**config.mk**
```make
export PLATFORM = sky130hd
export DESIGN_NAME = greedy_load_rebalance_planner
export DESIGN_NICKNAME = d
export VERILOG_FILES = /design/src/rtl/glrp_pkg.sv /design/src/rtl/greedy_load_rebalance_planner.sv
export SDC_FILE = /design/constraint.sdc
export NUM_CORES = 2
export LEC_CHECK = 0
export CORE_MARGIN = 2
export CORE_UTILIZATION = 35
export CTS_CLUSTER_SIZE = 25
export DETAILED_ROUTE_END_ITERATION = 12
export DONT_BUFFER_PORTS = 1
export HOLD_SLACK_MARGIN = 0.08
export PLACE_DENSITY = 0.53
export SKIP_LAST_GASP = 1
export SLEW_MARGIN = 0
export SYNTH_ARGS = -nofsm -noshare
export SYNTH_HDL_FRONTEND = slang
export SYNTH_SLANG_ARGS = --single-unit
```
**constraint.sdc**
```tcl
create_clock -name clk_i -period 16.2 [get_ports clk_i]
set_input_delay 0.81 -clock clk_i [delete_from_list [all_inputs] [get_ports clk_i]]
set_output_delay 0.81 -clock clk_i [all_outputs]
set_load 0.02 [all_outputs]
```
**src/rtl/glrp_pkg.sv**
```systemverilog
// ----------------------------------------------------------------------------
// glrp_pkg
// Shared widths and sequencer state codes for the load rebalance planner.
// ----------------------------------------------------------------------------
package glrp_pkg;

  // Fixed field widths of the load and move channels
  localparam int unsigned ID_W   = 4;
  localparam int unsigned DATA_W = 32;

  // Planner sequencer states, one-hot
  typedef enum logic [9:0] {
    S_LOAD  = 10'b00_0000_0001,  // taking load transfers
    S_SUM   = 10'b00_0000_0010,  // sum present counts, one entry a cycle
    S_DIV   = 10'b00_0000_0100,  // restoring divide, one quotient bit a cycle
    S_CLASS = 10'b00_0000_1000,  // mark sources and sinks
    S_SINK  = 10'b00_0001_0000,  // scan for the smallest pending sink
    S_PICK  = 10'b00_0010_0000,  // take the sink found by the scan
    S_CHK   = 10'b00_0100_0000,  // sink full yet?
    S_SRC   = 10'b00_1000_0000,  // scan for the largest active source
    S_CALC  = 10'b01_0000_0000,  // source surplus and sink shortfall
    S_MOVE  = 10'b10_0000_0000   // commit one move
  } glrp_state_e;

  // End of plan: after the held move or the empty marker is flushed, back to S_LOAD
  localparam glrp_state_e S_DONE_CODE = S_LOAD;

  typedef struct packed {
    logic [ID_W-1:0]   src;
    logic [ID_W-1:0]   dst;
    logic [DATA_W-1:0] amt;
  } glrp_move_t;

endpackage

```
**src/rtl/greedy_load_rebalance_planner.sv**
```systemverilog
// ----------------------------------------------------------------------------
// greedy_load_rebalance_planner
// Loads per-worker object counts, then plans greedy moves that bring every
// sink up to the floor average, drawing from the fullest sources first.
// ----------------------------------------------------------------------------
//
//  channel | direction | handshake               | payload
//  --------+-----------+-------------------------+------------------------------
//  load    | in        | in_valid_i / in_ready_o | worker_id_i, object_count_i,
//          |           |                         | last_worker_i
//  move    | out       | out_valid_o/out_ready_i | source_worker_o, dest_worker_o,
//          |           |                         | move_amount_o, plan_empty_o,
//          |           |                         | last_move_o
//
//  A last load starts a plan. The count table is walked one entry per cycle
//  through one shared read index, and the average comes from a
//  one-bit-per-cycle divider.
//  Each move is held one step so that the final one can carry last_move.
//  Reset is asynchronous, active low, and empties the loaded set.
//  A stalled move output holds the sequencer in its move step until the
//  output register frees.
// ----------------------------------------------------------------------------
module greedy_load_rebalance_planner
  import glrp_pkg::*;
#(
  parameter int unsigned WORKERS = 16
) (
  input  logic              clk_i,
  input  logic              rst_ni,

  input  logic              in_valid_i,
  output logic              in_ready_o,
  input  logic [ID_W-1:0]   worker_id_i,
  input  logic [DATA_W-1:0] object_count_i,
  input  logic              last_worker_i,

  output logic              out_valid_o,
  input  logic              out_ready_i,
  output logic [ID_W-1:0]   source_worker_o,
  output logic [ID_W-1:0]   dest_worker_o,
  output logic [DATA_W-1:0] move_amount_o,
  output logic              plan_empty_o,
  output logic              last_move_o
);

  localparam int unsigned IDX_W  = $clog2(WORKERS);
  localparam int unsigned LD_W   = $clog2(WORKERS + 1);
  localparam int unsigned SUM_W  = DATA_W + $clog2(WORKERS);
  localparam int unsigned DCNT_W = $clog2(SUM_W);

  localparam logic [IDX_W-1:0]  LAST_IDX = IDX_W'(WORKERS - 1);
  localparam logic [DCNT_W-1:0] LAST_BIT = DCNT_W'(SUM_W - 1);

  // Control state
  glrp_state_e        state_q, state_d;
  logic [WORKERS-1:0] present_q, present_d;
  logic [WORKERS-1:0] src_act_q, src_act_d;
  logic [WORKERS-1:0] sink_pend_q, sink_pend_d;
  logic [LD_W-1:0]    loaded_q, loaded_d;
  logic               hold_valid_q, hold_valid_d;
  logic               out_valid_q, out_valid_d;

  // Datapath registers
  logic [DATA_W-1:0]  count_q [WORKERS];
  logic [SUM_W-1:0]   sum_q, sum_d;
  logic [SUM_W-1:0]   quot_q, quot_d;
  logic [LD_W-1:0]    rem_q, rem_d;
  logic [DCNT_W-1:0]  dcnt_q, dcnt_d;
  logic [IDX_W-1:0]   idx_q, idx_d;
  logic               found_q, found_d;
  logic               any_q, any_d;
  logic [IDX_W-1:0]   best_idx_q, best_idx_d;
  logic [DATA_W-1:0]  best_val_q, best_val_d;
  logic [DATA_W-1:0]  have_q, have_d;
  logic [IDX_W-1:0]   sink_q, sink_d;
  logic [IDX_W-1:0]   src_q, src_d;
  logic [DATA_W-1:0]  can_q, can_d;
  logic [DATA_W-1:0]  need_q, need_d;
  glrp_move_t         hold_q, hold_d;
  glrp_move_t         out_q, out_d;
  logic               out_empty_q, out_empty_d;
  logic               out_last_q, out_last_d;

  // Table write port
  logic               cnt_we;
  logic [IDX_W-1:0]   cnt_waddr;
  logic [DATA_W-1:0]  cnt_wdata;

  // Shared scan and divide datapath
  logic [DATA_W-1:0]  avg;
  logic [DATA_W-1:0]  cur_cnt;
  logic               last_idx;
  logic               in_range;
  logic [IDX_W-1:0]   load_idx;
  logic [LD_W:0]      trial;
  logic               trial_ge;
  logic               out_free;
  logic               take_can;
  logic [DATA_W-1:0]  amt;

  assign avg      = quot_q[DATA_W-1:0];
  assign cur_cnt  = count_q[idx_q];
  assign last_idx = (idx_q == LAST_IDX);
  assign in_range = (32'(worker_id_i) < WORKERS);
  assign load_idx = IDX_W'(worker_id_i);
  assign trial    = {rem_q, quot_q[SUM_W-1]};
  assign trial_ge = (trial >= {1'b0, loaded_q});
  assign out_free = !out_valid_q || out_ready_i;
  assign take_can = (need_q >= can_q);
  assign amt      = take_can ? can_q : need_q;

  // Sequencer and next-state logic
  always_comb begin
    state_d      = state_q;
    present_d    = present_q;
    src_act_d    = src_act_q;
    sink_pend_d  = sink_pend_q;
    loaded_d     = loaded_q;
    hold_valid_d = hold_valid_q;
    sum_d        = sum_q;
    quot_d       = quot_q;
    rem_d        = rem_q;
    dcnt_d       = dcnt_q;
    idx_d        = idx_q;
    found_d      = found_q;
    any_d        = any_q;
    best_idx_d   = best_idx_q;
    best_val_d   = best_val_q;
    have_d       = have_q;
    sink_d       = sink_q;
    src_d        = src_q;
    can_d        = can_q;
    need_d       = need_q;
    hold_d       = hold_q;
    out_d        = out_q;
    out_empty_d  = out_empty_q;
    out_last_d   = out_last_q;
    out_valid_d  = out_valid_q && !out_ready_i;
    cnt_we       = 1'b0;
    cnt_waddr    = load_idx;
    cnt_wdata    = object_count_i;

    unique case (state_q)
      S_LOAD: begin
        if (in_valid_i) begin
          if (in_range) begin
            cnt_we = 1'b1;
            if (!present_q[load_idx]) begin
              present_d[load_idx] = 1'b1;
              loaded_d            = loaded_q + LD_W'(1);
            end
          end
          if (last_worker_i) begin
            idx_d = '0;
            sum_d = '0;
            if (loaded_d == '0) begin
              state_d = S_MOVE;
            end else begin
              state_d = S_SUM;
            end
          end
        end
      end

      S_SUM: begin
        if (present_q[idx_q]) begin
          sum_d = sum_q + SUM_W'(cur_cnt);
        end
        if (last_idx) begin
          quot_d  = sum_d;
          rem_d   = '0;
          dcnt_d  = '0;
          state_d = S_DIV;
        end else begin
          idx_d = idx_q + IDX_W'(1);
        end
      end

      // Restoring divide: quotient bits shift in behind the dividend
      S_DIV: begin
        rem_d  = trial_ge ? LD_W'(trial - {1'b0, loaded_q}) : trial[LD_W-1:0];
        quot_d = {quot_q[SUM_W-2:0], trial_ge};
        if (dcnt_q == LAST_BIT) begin
          idx_d   = '0;
          state_d = S_CLASS;
        end else begin
          dcnt_d = dcnt_q + DCNT_W'(1);
        end
      end

      S_CLASS: begin
        src_act_d[idx_q]   = present_q[idx_q] && (cur_cnt > avg);
        sink_pend_d[idx_q] = present_q[idx_q] && !(cur_cnt > avg);
        if (last_idx) begin
          idx_d   = '0;
          found_d = 1'b0;
          any_d   = 1'b0;
          state_d = S_SINK;
        end else begin
          idx_d = idx_q + IDX_W'(1);
        end
      end

      // Smallest pending sink; strict compare keeps the lowest id on ties
      S_SINK: begin
        any_d = any_q || src_act_q[idx_q];
        if (sink_pend_q[idx_q] && (!found_q || cur_cnt < best_val_q)) begin
          found_d    = 1'b1;
          best_idx_d = idx_q;
          best_val_d = cur_cnt;
        end
        if (last_idx) begin
          state_d = S_PICK;
        end else begin
          idx_d = idx_q + IDX_W'(1);
        end
      end

      S_PICK: begin
        if (found_q && any_q) begin
          sink_pend_d[best_idx_q] = 1'b0;
          sink_d                  = best_idx_q;
          have_d                  = best_val_q;
          state_d                 = S_CHK;
        end else begin
          state_d = S_MOVE;
        end
      end

      S_CHK: begin
        idx_d   = '0;
        found_d = 1'b0;
        any_d   = 1'b0;
        if (have_q < avg) begin
          state_d = S_SRC;
        end else begin
          state_d = S_SINK;
        end
      end

      // Largest remaining source, lowest id on ties
      S_SRC: begin
        if (src_act_q[idx_q] && (!found_q || cur_cnt > best_val_q)) begin
          found_d    = 1'b1;
          best_idx_d = idx_q;
          best_val_d = cur_cnt;
        end
        if (last_idx) begin
          state_d = S_CALC;
        end else begin
          idx_d = idx_q + IDX_W'(1);
        end
      end

      S_CALC: begin
        if (found_q) begin
          src_d   = best_idx_q;
          can_d   = best_val_q - avg;
          need_d  = avg - have_q;
          state_d = S_MOVE;
        end else begin
          idx_d   = '0;
          found_d = 1'b0;
          any_d   = 1'b0;
          state_d = S_SINK;
        end
      end

      // S_MOVE with a live sink commits one move; reached from S_LOAD or
      // S_PICK with the plan over, it flushes the last result instead.
      S_MOVE: begin
        if (out_free) begin
          if (found_q && have_q < avg && src_act_q[src_q] &&
              !(sink_pend_q[sink_q])) begin
            // A source that hands over its whole surplus retires
            if (take_can) begin
              src_act_d[src_q] = 1'b0;
            end
            cnt_we    = 1'b1;
            cnt_waddr = src_q;
            cnt_wdata = best_val_q - amt;
            have_d    = have_q + amt;
            if (hold_valid_q) begin
              out_d       = hold_q;
              out_empty_d = 1'b0;
              out_last_d  = 1'b0;
              out_valid_d = 1'b1;
            end
            hold_d.src   = ID_W'(src_q);
            hold_d.dst   = ID_W'(sink_q);
            hold_d.amt   = amt;
            hold_valid_d = 1'b1;
            state_d      = S_CHK;
          end else begin
            if (hold_valid_q) begin
              out_d       = hold_q;
              out_empty_d = 1'b0;
            end else begin
              out_d       = '0;
              out_empty_d = 1'b1;
            end
            out_last_d   = 1'b1;
            out_valid_d  = 1'b1;
            hold_valid_d = 1'b0;
            present_d    = '0;
            src_act_d    = '0;
            sink_pend_d  = '0;
            loaded_d     = '0;
            sum_d        = '0;
            found_d      = 1'b0;
            state_d      = S_DONE_CODE;
          end
        end
      end

      default: begin
        state_d = S_LOAD;
      end
    endcase
  end

  // Control registers
  always_ff @(posedge clk_i or negedge rst_ni) begin
    if (!rst_ni) begin
      state_q      <= S_LOAD;
      present_q    <= '0;
      src_act_q    <= '0;
      sink_pend_q  <= '0;
      loaded_q     <= '0;
      hold_valid_q <= 1'b0;
      out_valid_q  <= 1'b0;
      sum_q        <= '0;
      found_q      <= 1'b0;
    end else begin
      state_q      <= state_d;
      present_q    <= present_d;
      src_act_q    <= src_act_d;
      sink_pend_q  <= sink_pend_d;
      loaded_q     <= loaded_d;
      hold_valid_q <= hold_valid_d;
      out_valid_q  <= out_valid_d;
      sum_q        <= sum_d;
      found_q      <= found_d;
    end
  end

  // Datapath registers
  always_ff @(posedge clk_i) begin
    quot_q      <= quot_d;
    rem_q       <= rem_d;
    dcnt_q      <= dcnt_d;
    idx_q       <= idx_d;
    any_q       <= any_d;
    best_idx_q  <= best_idx_d;
    best_val_q  <= best_val_d;
    have_q      <= have_d;
    sink_q      <= sink_d;
    src_q       <= src_d;
    can_q       <= can_d;
    need_q      <= need_d;
    hold_q      <= hold_d;
    out_q       <= out_d;
    out_empty_q <= out_empty_d;
    out_last_q  <= out_last_d;
  end

  // Count table: loads and source remainders share one write port
  always_ff @(posedge clk_i) begin
    if (cnt_we) begin
      count_q[cnt_waddr] <= cnt_wdata;
    end
  end

  assign in_ready_o      = (state_q == S_LOAD);
  assign out_valid_o     = out_valid_q;
  assign source_worker_o = out_q.src;
  assign dest_worker_o   = out_q.dst;
  assign move_amount_o   = out_q.amt;
  assign plan_empty_o    = out_empty_q;
  assign last_move_o     = out_last_q;

`ifndef SYNTHESIS
  // The empty marker always closes its plan and carries no move
  a_empty_shape: assert property (@(posedge clk_i) disable iff (!rst_ni)
    out_valid_q && out_empty_q |-> out_last_q && out_q.amt == '0 &&
    out_q.src == '0 && out_q.dst == '0)
    else $error("empty-plan marker malformed");

  // Every real move carries objects between two distinct workers
  a_move_nonzero: assert property (@(posedge clk_i) disable iff (!rst_ni)
    out_valid_q && !out_empty_q |-> out_q.amt != '0 && out_q.src != out_q.dst)
    else $error("degenerate move emitted");

  // No move is left held once the planner is back to loading
  a_hold_flushed: assert property (@(posedge clk_i) disable iff (!rst_ni)
    state_q == S_LOAD |-> !hold_valid_q)
    else $error("held move not flushed at end of plan");

  // A sink never overshoots the average
  a_sink_bound: assert property (@(posedge clk_i) disable iff (!rst_ni)
    state_q == S_CHK |-> have_q <= avg)
    else $error("sink filled beyond the average");
`endif

endmodule

```
==> Word-level counts from Yosys, hierarchy flattened <==
Memories as Yosys holds them, arrays and structs flattened. A register that Yosys moved wholly into a read port is not among the register bits.
Index checks and enable logic that the tools add are counted.
{ "totals": {"ff_bits": 376, "ram_bits": 512, "input_bits": 41, "word_cells": 260, "n_memories": 1} }
{ "memory_table": {"columns": ["memory", "words", "width", "read_ports", "rd_ports_with_merged_regs", "write_ports", "line", "text"], "rows": [
  ["count_q", 16, 32, 1, 1, 1, "greedy_load_rebalance_planner.sv:64", "logic [DATA_W-1:0] count_q [WORKERS];"]
]} }
{ "classes": {"add_sub_neg": 9, "n_lt_le_gt_ge": 15, "n_eq_ne": 31, "n_mux": 118, "n_bitwise": 5, "reduce_logical": 52} }
{ "op_table": {"columns": ["op", "count"], "rows": [
  ["2-to-1 mux 32 bit", 9],
  ["2-to-1 mux 36 bit", 6],
  ["2-to-1 mux 16 bit", 8],
  ["one-hot mux 32 bit (2 select lines)", 2],
  ["2-to-1 mux 40 bit", 3],
  ["2-to-1 mux 10 bit", 11],
  ["one-hot mux 36 bit (3 select lines)", 1],
  ["one-hot mux 10 bit (10 select lines)", 1],
  ["subtractor 32 bit", 3],
  ["one-hot mux 36 bit (2 select lines)", 1],
  ["greater-than comparator 32 bit", 2],
  ["< comparator 32 bit", 2],
  ["one-hot mux 16 bit (2 select lines)", 2],
  ["2-to-1 mux 4 bit", 12],
  ["one-hot mux 16 bit (3 select lines)", 1],
  ["2-to-1 mux 5 bit", 8],
  ["adder 36 x 32 -> 36 bit", 1],
  ["inequality test 2 bit (second input constant)", 17],
  ["adder 32 bit", 1],
  ["AND 16 bit", 2],
  ["bitwise mux 16 bit", 2],
  ["greater-or-equal comparator 32 bit", 1],
  ["inverter 16 bit", 2],
  ["2-to-1 mux 1 bit", 29],
  ["other kinds (49)", 103]
]} }

==> Longest topological paths before layout <==
{ "logic_depth": {"word_depth": 10, "ltp_mapped": 23, "depth_no_buf": 21} }

==> Least setup slack after synthesis <==
OpenSTA, ideal clock, no wires.
{ "synth_timing": {"kind": "register to register", "from": "register (tool-made name)", "to": "register best_idx_q[0] (enable)", "setup_ns": 0.431, "t_arrival_ns": 5.469, "required_ns": 15.769, "path_slack_ns": 10.300, "path_stages_with_launch": 15, "synth_period_minus_slack_ns": 5.900, "cell_sequence": "dfxtp_1 > clkbuf_1 > buf_1 > mux4_2 > mux4_2 > ha_1 > nor2b_1 > o21a_1 > o21ai_0 > a21oi_1 > o311ai_0 > nand3_1 > a21boi_0 > o21ai_0 > nor2_1"} }
{ "synth_lines": {"columns": ["element", "line", "text"], "rows": [
  ["end signal: assignment", "greedy_load_rebalance_planner.sv:354", "best_idx_q <= best_idx_d;"],
  ["end: declaration", "greedy_load_rebalance_planner.sv:72", "logic [IDX_W-1:0] best_idx_q, best_idx_d;"]
]} }

==> Worst setup path after layout <==
{ "layout_timing": {"from": "register can_q[0]", "to": "memory count_q[10][23], data pin"} }
{ "layout_between": {"elab_chain_len": 6} }
{ "layout_rtl": {"columns": ["element", "line", "text"], "rows": [
  ["start: declaration", "greedy_load_rebalance_planner.sv:77", "logic [DATA_W-1:0] can_q, can_d;"],
  ["start signal: assignment", "greedy_load_rebalance_planner.sv:359", "can_q <= can_d;"],
  ["greater-or-equal comparator 32 bit", "greedy_load_rebalance_planner.sv:109", "assign take_can = (need_q >= can_q);"],
  ["2-to-1 mux 32 bit", "greedy_load_rebalance_planner.sv:110", "assign amt = take_can ? can_q : need_q;"],
  ["net amt[1]", "greedy_load_rebalance_planner.sv:99", "logic [DATA_W-1:0] amt;"],
  ["subtractor 32 bit", "greedy_load_rebalance_planner.sv:281", "cnt_wdata = best_val_q - amt;"],
  ["2-to-1 mux 32 bit", "greedy_load_rebalance_planner.sv:273", "if (found_q && have_q < avg && src_act_q[src_q] &&"],
  ["2-to-1 mux 32 bit", "greedy_load_rebalance_planner.sv:272", "if (out_free) begin"],
  ["2-to-1 mux 32 bit", "greedy_load_rebalance_planner.sv:143", "unique case (state_q)"],
  ["net cnt_wdata[23]", "greedy_load_rebalance_planner.sv:87", "logic [DATA_W-1:0] cnt_wdata;"],
  ["end: declaration", "greedy_load_rebalance_planner.sv:64", null]
]} }
The timed path passes the listed nets, and every way through them passes these cells.

==> summary.txt <==
Status
  • Outcome: completed

GRT
  • Largest net degree at the start of global routing: 103
  • Initial antenna violation count: 12
  • Vias in the first global route: 29,200
  • Total GRT Usage: 18.3%
  • Gr ovfl total: 0
  • First-pass GRT wire length: 187,000 um

Die
  • Die Y: about 370 um
  • Starting density of the core: a little over a third
  • Top-Level Pins: 85
  • Total die area: 135,000 um^2
  • Placeable Area: 131,000 um^2
  • Die width: 367 um
  • Row cnt: 133

Pwr
  • Max VDD drop: 0.112 mV
  • Lkg Pwr: 19.4 nW
  • Pwr/cell area: 144 nW/um^2

STA
  • Worst-Margin Slew: 1.20 ns
  • Slew margin rel.: 19.8%
  • RSZ-0062 raised after global routing: false
  • TNS Setup: 0 ns
  • Final hold vios: 0
  • Skew final: 0.0672 ns
  • Fmax: 150 MHz
  • Min Tclk post-route: between 6 and 7 ns
  • # setup viols final: 0
  • Fin crit share: between 40% and 50%
  • Max-slew violations: 0

Routing
  • Pre-Repair DR Iteration Count: 5
  • Via-per-instance ratio: 5.42
  • Drt drc: 0
  • ANT nets after route: 0
  • Routed WL: between 100,000 and 150,000 um
  • DRT iter0 DRCs: approximately 2,500
  • DR WL/cell: around 23 um
  • Vias: ~29,000

Place
  • # port buffers: 0
  • Placed insts: between 5,000 and 6,000
  • Gp weighted congestion: 0.867
  • Dpl hpwl: 84,600 um

Logic synthesis
  • FFs w/ async S/R, synth: 11.4%
  • Ys flop type: edfxtp_1
  • Synth area leaders: edfxtp_1 (51%), mux4_2 (9.2%), ha_1 (7.2%), dfrtp_1 (5.5%), a21oi_1 (2.6%)
  • Mapped Nets: 3,861
  • Area share of the largest cell type after synthesis: approximately 51%
  • Synthesized area per cell: 13.0 um^2
  • Mapped Cells: 3,550
  • Seq/Total Area, Yosys: between 50% and 60%
  • EDFF count, synth: 786
  • Synth area leader: edfxtp_1
  • Post-synthesis cell type count: 84
  • Synthesized flop and latch total: 892
  • Mapped Area: 46,200 um^2
  • Yosys warns: 0

Finish
  • Commonest non-fill, non-tap cells in the layout: edfxtp_1 (786), nand2_1 (277), ha_1 (264)
  • Layout cell share with drive strength beyond 1: 12.2%
  • Commonest non-fill, non-tap cell in the layout: edfxtp_1
  • Area growth from synthesis to layout: 12.0%
  • Non-Filler Instances: 5,408
  • Total Nets Final: 3,883
  • Final core occ: 39.4%

Worst setup path
  • Reg-to-reg slack, setup: 9.54 ns
  • Worst reg-to-reg path cell count: 19
  • Worst Setup Start Kind: register
  • Critical Path RT: 16.67 ns
  • Worst setup path category: register to register
  • CP max FO: 22
  • Setup crit end kind: register
  • RR Startpoint: can_q[0]
  • Crit path capture: count_q[10][23]
  • CP startpoint: can_q[0]
  • Crit path arrival time: 7.13 ns
  • R2r endpoint: count_q[10][23]

Hold path
  • Worst min path class: input pin to register

Clock tree
  • CTS root buffer: clkbuf_16
  • Worst-path clk slew: approximately 0.06 ns
  • CTS tree: yes
  • Max clock buf depth: 3
  • H-tree depth: 3
  • TritonCTS buffer count: 97
  • Clock Sinks: a little under 900
  • Clock latency at the later pin of the worst-skew pair: 0.71 ns
  • Post-CTS setup buffer count: 0

Flow run
  • Max-cap violation count: 0
## worst min path at each step
stage / slack [ns] / from / end / depth (start not counted)
2_1_floorplan: 0.42 / idx_q[2] / best_idx_q[2] / 0
3_3_place_gp: 0.48 / sink_q[3] / hold_q[35] / 0
3_5_place_dp: 0.48 / sink_q[3] / hold_q[35] / 0
4_1_cts: 0.30 / worker_id_i[0] / present_q[13] / 1
5_1_grt: 0.32 / worker_id_i[1] / present_q[14] / 1
6_report: 0.33 / worker_id_i[1] / present_q[15] / 1
## cell type report
class | instances | area, um^2
Sequential cell | 892 | 26200
Inverter | 205 | 769
Multi-Input combinational cell | 2321 | 18900
Antenna cell | 1 | 2.50
Tap cell | 1755 | 2200
Fill cell | 12300 | 79600
Clock buffer | 123 | 2570
Clock inverter | 56 | 586
Timing Repair Buffer | 55 | 448
## critical path, cell delays in order, from the launching register on
cell and delay (ns):
edfxtp_1 0.38, ha_1 0.30, nand2b_1 0.14, a2111o_1 0.41, a21oi_1 0.28, o2111ai_1 0.20, a2bb2oi_4 0.51, a21o_1 0.33
inv_1 0.11, ha_1 0.28, nor2b_1 0.16, o2111ai_1 0.17, a211oi_1 0.83, nor2_1 0.30, o31ai_1 0.54, a21oi_1 0.19
nor2b_1 0.13, o21ai_0 0.10, a211oi_1 0.62, a21o_1 0.42
## through the flow
step                      hold WS (ns)  worst slack, ns  power, W  area (um^2)
after CTS                        0.299             9.53   0.00752        51700
final                            0.329             9.54   0.00747        51700
after floorplan                  0.424            10.30   0.00463        46200
after global routing             0.321             8.99   0.00787        51700
after global placement           0.476             9.52   0.00529        48600
after detailed placement         0.475             9.57   0.00531        48600
## cell families (layout without fill, tap and decap cells)
family / after synthesis / after routing / share of synthesized area [%]
flip-flops: 892 / 892 / 56.8
multiplexers: 216 / 216 / 9.81
other: 0 / 1 / 0
AO/OA/AOI/OAI: 872 / 872 / 11.9
XOR/XNOR: 152 / 152 / 2.88
buffers and inverters: 337 / 439 / 2.81
adder cells (fa/ha/maj): 270 / 270 / 7.41
AND/OR/NAND/NOR: 811 / 811 / 8.36
## report_power, final
group | total, W | internal [W] | switching, W
combinational | 0.00246 | 0.00106 | 0.00141
sequential | 0.00282 | 0.00267 | 0.000148
clock | 0.00219 | 0.00124 | 0.000945
total | 0.00747 | 0.00497 | 0.00250
## registers in the layout, summed over array words and instances (netlist names), 32 cells and up, named ones only
| signal | flops |
|---|---|
| quot_q | 36 |
| best_val_q | 32 |
| count_q | 512 |
| sum_q | 36 |
| have_q | 32 |
| move_amount_o | 32 |
| hold_q | 40 |
| can_q | 32 |
| need_q | 32 |
## layer usage
metal | part of all wire, % | wire length (um) | up-vias | GRT usage (%)
li1 | - | - | 13600 | -
met1 | 47 | 58100 | 14800 | 26.1
met2 | 46 | 57000 | 745 | 29.0
met3 | 5.4 | 6760 | 163 | 2.95
met4 | 2.2 | 2800 | 16 | 5.03
met5 | 0.10 | 126 | - | 0
## synth_stat cells (19+ instances only)
cell type / n
o21a_1: 28
nor2_1: 193
mux4_2: 189
o21bai_1: 22
clkbuf_1: 94
xor2_1: 62
a211oi_1: 26
a21o_1: 129
nor3_1: 39
nor2b_1: 81
edfxtp_1: 786
mux2i_1: 22
a22o_1: 27
o21ai_1: 56
o21ai_0: 176
inv_1: 204
nand3_1: 59
nand4_1: 37
xnor2_1: 90
and3_1: 23
buf_2: 20
or3_1: 19
nand2b_1: 28
ha_1: 264
a21oi_1: 242
dfrtp_1: 101
nand2_1: 277
a31oi_1: 35
## repair_timing
| item | 4_1_cts | 5_1_grt |
|---|---|---|
| hold buffers | 2 | 0 |
| hold endpoints to repair | 102 | 0 |
| gates resized for setup | 0 | 0 |
(Power assumes the default switching activity.)
